**config.mk**
```make
export PLATFORM = sky130hd
export DESIGN_NAME = sorted_list_insert_delete_top
export DESIGN_NICKNAME = d
export VERILOG_FILES = /design/src/slid_pkg.sv /design/src/slid_ctrl.sv /design/src/slid_path.sv /design/src/sorted_list_insert_delete_top.sv
export SDC_FILE = /design/constraint.sdc
export NUM_CORES = 2
export LEC_CHECK = 0
export BUFFER_PORTS_ARGS = -buffer_cell sky130_fd_sc_hd__buf_4
export CORE_UTILIZATION = 55
export DETAILED_ROUTE_END_ITERATION = 6
export PLACE_DENSITY_LB_ADDON = 0.3
export SLEW_MARGIN = 20
export SYNTH_ARGS = -nofsm -noshare
export SYNTH_HDL_FRONTEND = slang
export SYNTH_SLANG_ARGS = --single-unit
```
**constraint.sdc**
```tcl
create_clock -name clk -period 3.8 [get_ports clk]
set_clock_uncertainty 0.05 [all_clocks]
set_input_delay 0.57 -clock clk [delete_from_list [all_inputs] [get_ports clk]]
set_output_delay 0.57 -clock clk [all_outputs]
set_load 0.05 [all_outputs]
```
**src/slid_pkg.sv**
```systemverilog
package slid_pkg;

	// default list capacity
	localparam int unsigned CAPACITY_DEF = 16;

	// command codes
	typedef enum logic [1:0] {
		CMD_INSERT = 2'd0,
		CMD_DELETE = 2'd1,
		CMD_CLEAR  = 2'd2,
		CMD_NOP    = 2'd3
	} cmd_t;

	// result status codes
	localparam logic [2:0] ST_INSERTED  = 3'd0;
	localparam logic [2:0] ST_REMOVED   = 3'd1;
	localparam logic [2:0] ST_CLEARED   = 3'd2;
	localparam logic [2:0] ST_NOT_FOUND = 3'd3;
	localparam logic [2:0] ST_FULL      = 3'd4;

	// controller states
	typedef enum logic [1:0] {
		S_IDLE,
		S_CMP,
		S_UPD
	} state_t;

	// controller to datapath commands
	typedef struct packed {
		logic load;
		logic cmp;
		logic upd;
	} path_ctl_t;

endpackage

```
**src/slid_ctrl.sv**
```systemverilog
module slid_ctrl (
	input  logic                clk,
	input  logic                arst_n,
	input  logic                start,
	output logic                busy,
	output logic                done,
	output slid_pkg::path_ctl_t ctl
);

	slid_pkg::state_t state_q;
	slid_pkg::state_t state_nxt;
	logic             done_q;

	always_comb begin
		state_nxt = state_q;
		unique case (state_q)
			slid_pkg::S_IDLE: begin
				if (start)
					state_nxt = slid_pkg::S_CMP;
			end
			slid_pkg::S_CMP: state_nxt = slid_pkg::S_UPD;
			slid_pkg::S_UPD: state_nxt = slid_pkg::S_IDLE;
			default: state_nxt = slid_pkg::S_IDLE;
		endcase
	end

	always_comb begin
		busy     = (state_q != slid_pkg::S_IDLE);
		ctl.load = start && (state_q == slid_pkg::S_IDLE);
		ctl.cmp  = (state_q == slid_pkg::S_CMP);
		ctl.upd  = (state_q == slid_pkg::S_UPD);
	end

	always_ff @(posedge clk or negedge arst_n) begin
		if (!arst_n) begin
			state_q <= slid_pkg::S_IDLE;
			done_q  <= 1'b0;
		end else begin
			state_q <= state_nxt;
			done_q  <= (state_q == slid_pkg::S_UPD);
		end
	end

	assign done = done_q;

	// compare always leads straight into update
	a_cmp_to_upd: assert property (@(posedge clk) disable iff (!arst_n)
		state_q == slid_pkg::S_CMP |=> state_q == slid_pkg::S_UPD)
		else $error("compare not followed by update");

	// result strobe only right after an update
	a_done_after_upd: assert property (@(posedge clk) disable iff (!arst_n)
		state_q == slid_pkg::S_UPD |=> done && !busy)
		else $error("result strobe missing after update");

	a_no_done_busy: assert property (@(posedge clk) disable iff (!arst_n)
		done |-> state_q == slid_pkg::S_IDLE)
		else $error("result strobe while busy");

endmodule

```
**src/slid_path.sv**
```systemverilog
module slid_path #(
	parameter int unsigned CAPACITY = slid_pkg::CAPACITY_DEF
) (
	input  logic                clk,
	input  logic                arst_n,
	input  slid_pkg::path_ctl_t ctl,
	input  logic [1:0]          command,
	input  logic signed [31:0]  value,
	output logic [2:0]          status,
	output logic [3:0]          position,
	output logic [4:0]          entry_count,
	output logic signed [31:0]  smallest_value,
	output logic                list_empty
);

	localparam int CW = $clog2(CAPACITY + 1);
	localparam int IW = $clog2(CAPACITY);

	logic [1:0]         cmd_q;
	logic signed [31:0] val_q;
	logic signed [31:0] cell_q   [CAPACITY];
	logic signed [31:0] cell_nxt [CAPACITY];
	logic [CW-1:0]      count_q;
	logic [CAPACITY-1:0] lt_s1;
	logic [CAPACITY-1:0] eq_s1;
	logic [CAPACITY-1:0] lt_w;
	logic [CAPACITY-1:0] eq_w;
	logic [CAPACITY-1:0] ins_oh;
	logic [CAPACITY-1:0] del_oh;
	logic [2:0]         status_q;
	logic [IW-1:0]      pos_q;
	logic [IW-1:0]      ins_idx;
	logic [IW-1:0]      del_idx;
	logic               full;
	logic               found;

	assign full  = (count_q == CW'(CAPACITY));
	assign found = |eq_s1;

	// one compare and one shift mux per cell
	for (genvar i = 0; i < CAPACITY; i++) begin : g_cell
		logic vld;
		logic signed [31:0] prev_w;
		logic signed [31:0] next_w;
		logic lt_prev;
		logic eq_prev;

		assign vld     = (CW'(i) < count_q);
		assign lt_w[i] = vld && (cell_q[i] < val_q);
		assign eq_w[i] = vld && (cell_q[i] == val_q);

		if (i == 0) begin : g_first
			assign prev_w  = val_q;
			assign lt_prev = 1'b1;
			assign eq_prev = 1'b0;
		end else begin : g_rest
			assign prev_w  = cell_q[i-1];
			assign lt_prev = lt_s1[i-1];
			assign eq_prev = eq_s1[i-1];
		end

		if (i == CAPACITY - 1) begin : g_last
			assign next_w = cell_q[i];
		end else begin : g_inner
			assign next_w = cell_q[i+1];
		end

		// entries equal to the operand sit next to each other
		assign ins_oh[i] = !lt_s1[i] && lt_prev;
		assign del_oh[i] = eq_s1[i] && !eq_prev;

		always_comb begin
			cell_nxt[i] = cell_q[i];
			case (cmd_q)
				slid_pkg::CMD_INSERT: begin
					if (!full && !lt_s1[i])
						cell_nxt[i] = ins_oh[i] ? val_q : prev_w;
				end
				slid_pkg::CMD_DELETE: begin
					if (found && !lt_s1[i])
						cell_nxt[i] = next_w;
				end
				default: cell_nxt[i] = cell_q[i];
			endcase
		end
	end

	// one-hot to index
	always_comb begin
		ins_idx = '0;
		del_idx = '0;
		for (int i = 0; i < CAPACITY; i++) begin
			ins_idx = ins_idx | (ins_oh[i] ? IW'(i) : '0);
			del_idx = del_idx | (del_oh[i] ? IW'(i) : '0);
		end
	end

	always_ff @(posedge clk) begin
		if (ctl.load) begin
			cmd_q <= command;
			val_q <= value;
		end
		if (ctl.cmp) begin
			lt_s1 <= lt_w;
			eq_s1 <= eq_w;
		end
		if (ctl.upd)
			cell_q <= cell_nxt;
	end

	always_ff @(posedge clk or negedge arst_n) begin
		if (!arst_n) begin
			count_q  <= '0;
			status_q <= slid_pkg::ST_NOT_FOUND;
			pos_q    <= '0;
		end else if (ctl.upd) begin
			status_q <= slid_pkg::ST_NOT_FOUND;
			pos_q    <= '0;
			case (cmd_q)
				slid_pkg::CMD_INSERT: begin
					if (full) begin
						status_q <= slid_pkg::ST_FULL;
					end else begin
						status_q <= slid_pkg::ST_INSERTED;
						pos_q    <= ins_idx;
						count_q  <= count_q + CW'(1);
					end
				end
				slid_pkg::CMD_DELETE: begin
					if (found) begin
						status_q <= slid_pkg::ST_REMOVED;
						pos_q    <= del_idx;
						count_q  <= count_q - CW'(1);
					end
				end
				slid_pkg::CMD_CLEAR: begin
					status_q <= slid_pkg::ST_CLEARED;
					count_q  <= '0;
				end
				default: status_q <= slid_pkg::ST_NOT_FOUND;
			endcase
		end
	end

	assign status         = status_q;
	assign position       = 4'(pos_q);
	assign entry_count    = 5'(count_q);
	assign list_empty     = (count_q == '0);
	assign smallest_value = (count_q != '0) ? cell_q[0] : '0;

	a_count_bound: assert property (@(posedge clk) disable iff (!arst_n)
		count_q <= CW'(CAPACITY))
		else $error("entry count above capacity");

	a_count_hold: assert property (@(posedge clk) disable iff (!arst_n)
		!ctl.upd |=> $stable(count_q))
		else $error("entry count changed outside update");

	a_ins_onehot: assert property (@(posedge clk) disable iff (!arst_n)
		ctl.upd && cmd_q == slid_pkg::CMD_INSERT && !full |-> $onehot(ins_oh))
		else $error("insert slot not unique");

endmodule

```
**src/sorted_list_insert_delete_top.sv**
```systemverilog
// channel | signals                                        | transaction when
// --------+------------------------------------------------+---------------------------
// command | start, busy, command, value                    | start high and busy low
// result  | done, status, position, entry_count,           | done high, one cycle only
//         | smallest_value, list_empty                     |
//
// after acceptance the compare state checks the operand against every held entry in
// parallel, and the update state after it shifts the entries and updates the count
// busy is high in those two states; the result strobe is registered from the update
// state and shows with busy low, so a new command may already be taken with it;
// no new command is taken while busy
// arst_n clears the controller, the entry count, the status and the position; the stored
// entries are not cleared and are only read below the count
// the receiver cannot stall: a result is shown once and held until the next
module sorted_list_insert_delete_top #(
	parameter int unsigned CAPACITY = slid_pkg::CAPACITY_DEF
) (
	input  logic               clk,
	input  logic               arst_n,
	input  logic               start,
	output logic               busy,
	input  logic [1:0]         command,
	input  logic signed [31:0] value,
	output logic               done,
	output logic [2:0]         status,
	output logic [3:0]         position,
	output logic [4:0]         entry_count,
	output logic signed [31:0] smallest_value,
	output logic               list_empty
);

	// load, compare and update strobes from the controller
	slid_pkg::path_ctl_t ctl;

	slid_ctrl u_ctrl (
		.clk    (clk),
		.arst_n (arst_n),
		.start  (start),
		.busy   (busy),
		.done   (done),
		.ctl    (ctl)
	);

	// row of entry cells with per-cell compare and shift
	slid_path #(
		.CAPACITY (CAPACITY)
	) u_path (
		.clk            (clk),
		.arst_n         (arst_n),
		.ctl            (ctl),
		.command        (command),
		.value          (value),
		.status         (status),
		.position       (position),
		.entry_count    (entry_count),
		.smallest_value (smallest_value),
		.list_empty     (list_empty)
	);

	// an accepted transaction makes the block busy at once
	a_accept_busy: assert property (@(posedge clk) disable iff (!arst_n)
		start && !busy |=> busy && !done)
		else $error("accepted transaction did not start");

	// when a result shows an empty list, the front value reads zero and the entry count is zero
	a_empty_front: assert property (@(posedge clk) disable iff (!arst_n)
		done && list_empty |-> smallest_value == 32'sd0 && entry_count == 5'd0)
		else $error("empty list shows entries");

endmodule
```
==> results.ini <==
[worst_setup_path]
cp_data_arrival_time_ns = 3.64
critical_path.max_fanout = 25
path_delay_family = simple AND/OR/NAND/NOR gates
critical_path_cell_count = 10
r2r_end = u_path.lt_s1[5]
reg2reg_setup_slack_ns = 0.52
worst_endpoint_required_time_ns = 4.16
timing.critical_path.from_type = register
cp.buffers_inverters = 3
timing.critical_path.to_type = register
critPathLaunch = u_path.g_cell[0].prev_w[13]
r2r_cells = 10
timing.critical_path.slowest_cell_delay_ns = 0.68
crit_path_frequent_cell = sky130_fd_sc_hd__buf_4
setup.worst_path.end = u_path.lt_s1[5]
worst_path_max_delay_cell = sky130_fd_sc_hd__nor4_1
crit_path_cell_trace = inv_1 -> buf_4 -> buf_4 -> ha_1 -> nand4_1 -> nor4_1 -> a21boi_0 -> nand4b_1 -> a21oi_1 -> mux2i_1
timing_worst_setup_path_type = register to register
r2r_start = u_path.g_cell[0].prev_w[13]

[flow_run]
max-cap-violations = 0

[synth]
ys_seq_area_share_pct = 44.41
synth.avg_cell_area_um2 = 9.244
yosys.area.top_type_share_pct = 43.46
netlist_area_um2 = 39940
syn-num-nets = 4876
synth_enable_flop_cells = 578
count_of_mapped_cells_out_of_synthesis = 4320
synth.area.top_cells = sky130_fd_sc_hd__edfxtp_1 (43%), sky130_fd_sc_hd__ha_1 (16%), sky130_fd_sc_hd__a21oi_1 (8.0%)
post_synth_num_cell_types = 69
synth.largest_area_cell = sky130_fd_sc_hd__edfxtp_1
synthesis.yosys.warnings = 0
postSynth.asyncResetShare_pct = 2.530
ys.flop_type = sky130_fd_sc_hd__edfxtp_1
ys_seq_elements = 593

[route]
avgRoutedWirePerCell_um = 20.14
drt_first_iter_violations = 3139
detail_route.first_pass.iterations = 6
vias = 32610
ant_nets = 0
remaining_drc_errors = 0
drt-total-wl_um = 106900
vias_per_cell = 6.140

[cts]
postCtsSetupBuffers = 0
clock_sink_count = 593
cts_resized = 0
clk_latency_ns = 0.62
cts_buffers = 69
htree_levels = 3
cts_buffer_depth = 3
root_cell_of_the_clock_tree = sky130_fd_sc_hd__clkbuf_16
tritoncts = built
clk_pin_slew_ns = 0.06

[layout]
layout-drive-gt1-share_pct = 8.373
postLayoutCoreUtil_pct = 61.28
finish.net_count = 4864
layout_overhead_on_the_synthesized_area_pct = 9.888

[place]
place.gp.congestion = 0.9236
port_buffers = 83
place_hpwl_um = 75950

[pwr]
sequentialPowerShare_pct = 42.4
p_leak_nw = 17.02
p_sw_mw = 5.927
pwr-share-clk_pct = 35.4
cellInternalPower_mw = 13.11
cellPowerDensity_nw_per_um2 = 433.7
power.share.switching_pct = 31.14
vdd_drop_max_mv = 0.3496
fraction_of_power_consumed_by_combinational_cells_pct = 22.2

[sta]
tightestPinTransition_ns = 1.026
timing.fmax_mhz = 305.3
final-hold-violation-count = 0
slew_violations = 0
slew_headroom_pct = 31.58
layout_worst_path_cycle_share_pct = 86.21
layout_min_cycle_time_ns = 3.276
grt_setup_unrepaired = no
final.setup.tns_ns = 0
setup_viol_count_final = 0

[floorplanning]
rows = 98
chipWidth_um = 271.5
core-area_um2 = 71610
start_util_pct = 55.77
boundaryPins = 84
die_area_um2 = 73690
die_h_um = 271.5

[grt]
groute.usage.overall_pct = 28.28
initial_antenna_violation_count = 0
grt_pass1_vias = 30810
grt_max_degree = 280
grt.overflow.total = 0
grt_first_pass_wirelength_um = 167500

[min_path]
holdCritPathClass = input port to register

[status]
status = finished, final reports clean

==> per-layer routing <==
layer  up-vias  share of wire, %  GRT usage (%)
li1      15810                 -              -
met2      1014                46          45.04
met1     15620                45          40.52
met4         0               2.5          8.235
met5         -                 0              0
met3       168               5.8          3.388
==> cells in the mapped netlist (6+ instances only) <==
| cell type | count |
|---|---|
| sky130_fd_sc_hd__a221oi_1 | 30 |
| sky130_fd_sc_hd__nor4_1 | 21 |
| sky130_fd_sc_hd__ha_1 | 519 |
| sky130_fd_sc_hd__a22o_1 | 8 |
| sky130_fd_sc_hd__o41ai_1 | 7 |
| sky130_fd_sc_hd__a21boi_1 | 10 |
| sky130_fd_sc_hd__nand4_1 | 62 |
| sky130_fd_sc_hd__nor2_1 | 514 |
| sky130_fd_sc_hd__o21a_1 | 8 |
| sky130_fd_sc_hd__buf_1 | 7 |
| sky130_fd_sc_hd__nand2b_1 | 18 |
| sky130_fd_sc_hd__nor2b_1 | 60 |
| sky130_fd_sc_hd__a21o_1 | 49 |
| sky130_fd_sc_hd__o21ai_0 | 548 |
| sky130_fd_sc_hd__edfxtp_1 | 578 |
| sky130_fd_sc_hd__o211ai_1 | 24 |
| sky130_fd_sc_hd__clkbuf_1 | 196 |
| sky130_fd_sc_hd__nand3_1 | 46 |
| sky130_fd_sc_hd__mux2_2 | 38 |
| sky130_fd_sc_hd__nand2_1 | 631 |
| sky130_fd_sc_hd__a221o_1 | 6 |
| sky130_fd_sc_hd__dfrtp_1 | 13 |
| sky130_fd_sc_hd__nor3_1 | 26 |
| sky130_fd_sc_hd__buf_2 | 51 |
| sky130_fd_sc_hd__mux2i_1 | 17 |
| sky130_fd_sc_hd__a21oi_1 | 635 |
| sky130_fd_sc_hd__inv_1 | 70 |
| sky130_fd_sc_hd__or3_1 | 6 |
| sky130_fd_sc_hd__a31oi_1 | 6 |
| sky130_fd_sc_hd__and4_1 | 49 |
==> timing repair <==
action                                 4_1_cts  5_1_grt
endpoints found under the hold margin       13        0
hold buffers                                 1        0
setup endpoints to repair                    0        0
==> final cells by class <==
type | instances | area (µm²)
diodes | 1 | 2.502
clock buffers | 87 | 1899
clock inverters | 35 | 315.3
fillers | 6095 | 27720
inverters | 70 | 262.8
multi-input cells | 3400 | 21060
flip-flops and latches | 593 | 17730
well taps | 950 | 1189
repair buffers | 174 | 1421
==> placed cells by master, fill, tap and decap left out, drive strengths merged, types with 8 or more instances in the layout <==
| cell | instances |
|---|---|
| a21boi | 15 |
| a21o | 49 |
| a21oi | 638 |
| a221oi | 30 |
| a22o | 8 |
| and4 | 49 |
| buf | 173 |
| clkbuf | 87 |
| clkinv | 27 |
| dfrtp | 13 |
| edfxtp | 578 |
| ha | 519 |
| inv | 70 |
| mux2 | 41 |
| mux2i | 17 |
| nand2 | 631 |
| nand2b | 18 |
| nand3 | 46 |
| nand4 | 63 |
| nor2 | 514 |
| nor2b | 60 |
| nor3 | 28 |
| nor4 | 22 |
| o211ai | 25 |
| o21a | 8 |
| o21ai | 554 |
| o41ai | 9 |
==> registers in the layout, summed over array words and instances (netlist names) <==
signal / cells
u_ctrl.done: 1
u_path.g_cell.next_w: 416
u_path.lt_s1: 16
u_path.cmd_q: 2
u_path.eq_s1: 16
u_path.entry_count: 5
u_ctrl.state_q: 2
u_path.position: 4
u_path.g_cell.prev_w: 128
u_path.status: 3
==> power groups by stage <==
| stage | clock, mW | combinational (mW) | sequential [mW] |
|---|---|---|---|
| final | 6.73 | 4.23 | 8.08 |
| after global routing | 7.01 | 4.71 | 8.11 |
| after CTS | 6.79 | 4.18 | 8.07 |
| after detailed placement | 0 | 4.16 | 8.20 |
| after global placement | 0 | 4.01 | 8.20 |
| after floorplan | 0 | 2.89 | 8.20 |
==> worst min path at each step <==
stage / start / endpoint / slack, ns / depth (start not counted)
CTS: value[8] / u_path.g_cell[0].prev_w[8] / 0.06 / 1
detailed placement: u_path.status[0] / u_path.status[0] / 0.41 / 2
global route: value[10] / u_path.g_cell[0].prev_w[10] / 0.07 / 1
floorplan: arst_n / u_ctrl.done / 0.22 / 0
finish: value[8] / u_path.g_cell[0].prev_w[8] / 0.08 / 1
global placement: u_path.status[0] / u_path.status[0] / 0.39 / 2
==> per-stage QoR <==
step / total power, mW / std cells / hold slack [ns] / worst slack (ns) / cell area (µm²)
CTS: 19.04 / 5309 / 0.05752 / 0.5448 / 43870
global placement: 12.20 / 5186 / 0.3925 / 0.6594 / 41630
finish: 19.03 / 5310 / 0.07830 / 0.5241 / 43880
global route: 19.83 / 5309 / 0.06636 / 0.3084 / 43880
detailed placement: 12.36 / 5186 / 0.4128 / 0.6497 / 41650
floorplan: 11.09 / 4320 / 0.2244 / 0.01495 / 39940
==> cells by family (layout without fill, tap and decap cells) <==
family                   count (synthesis)  after routing  synth area share (%)
AO/OA/AOI/OAI                         1368           1368                 18.59
adder cells (fa/ha/maj)                519            519                 16.26
buffers and inverters                  327            366                 3.271
flip-flops                             593            593                 44.41
multiplexers                            58             58                 1.592
other                                    0              1                     0
AND/OR/NAND/NOR                       1455           1455                 15.88
Note: power is estimated with default switching activity, not from simulation.
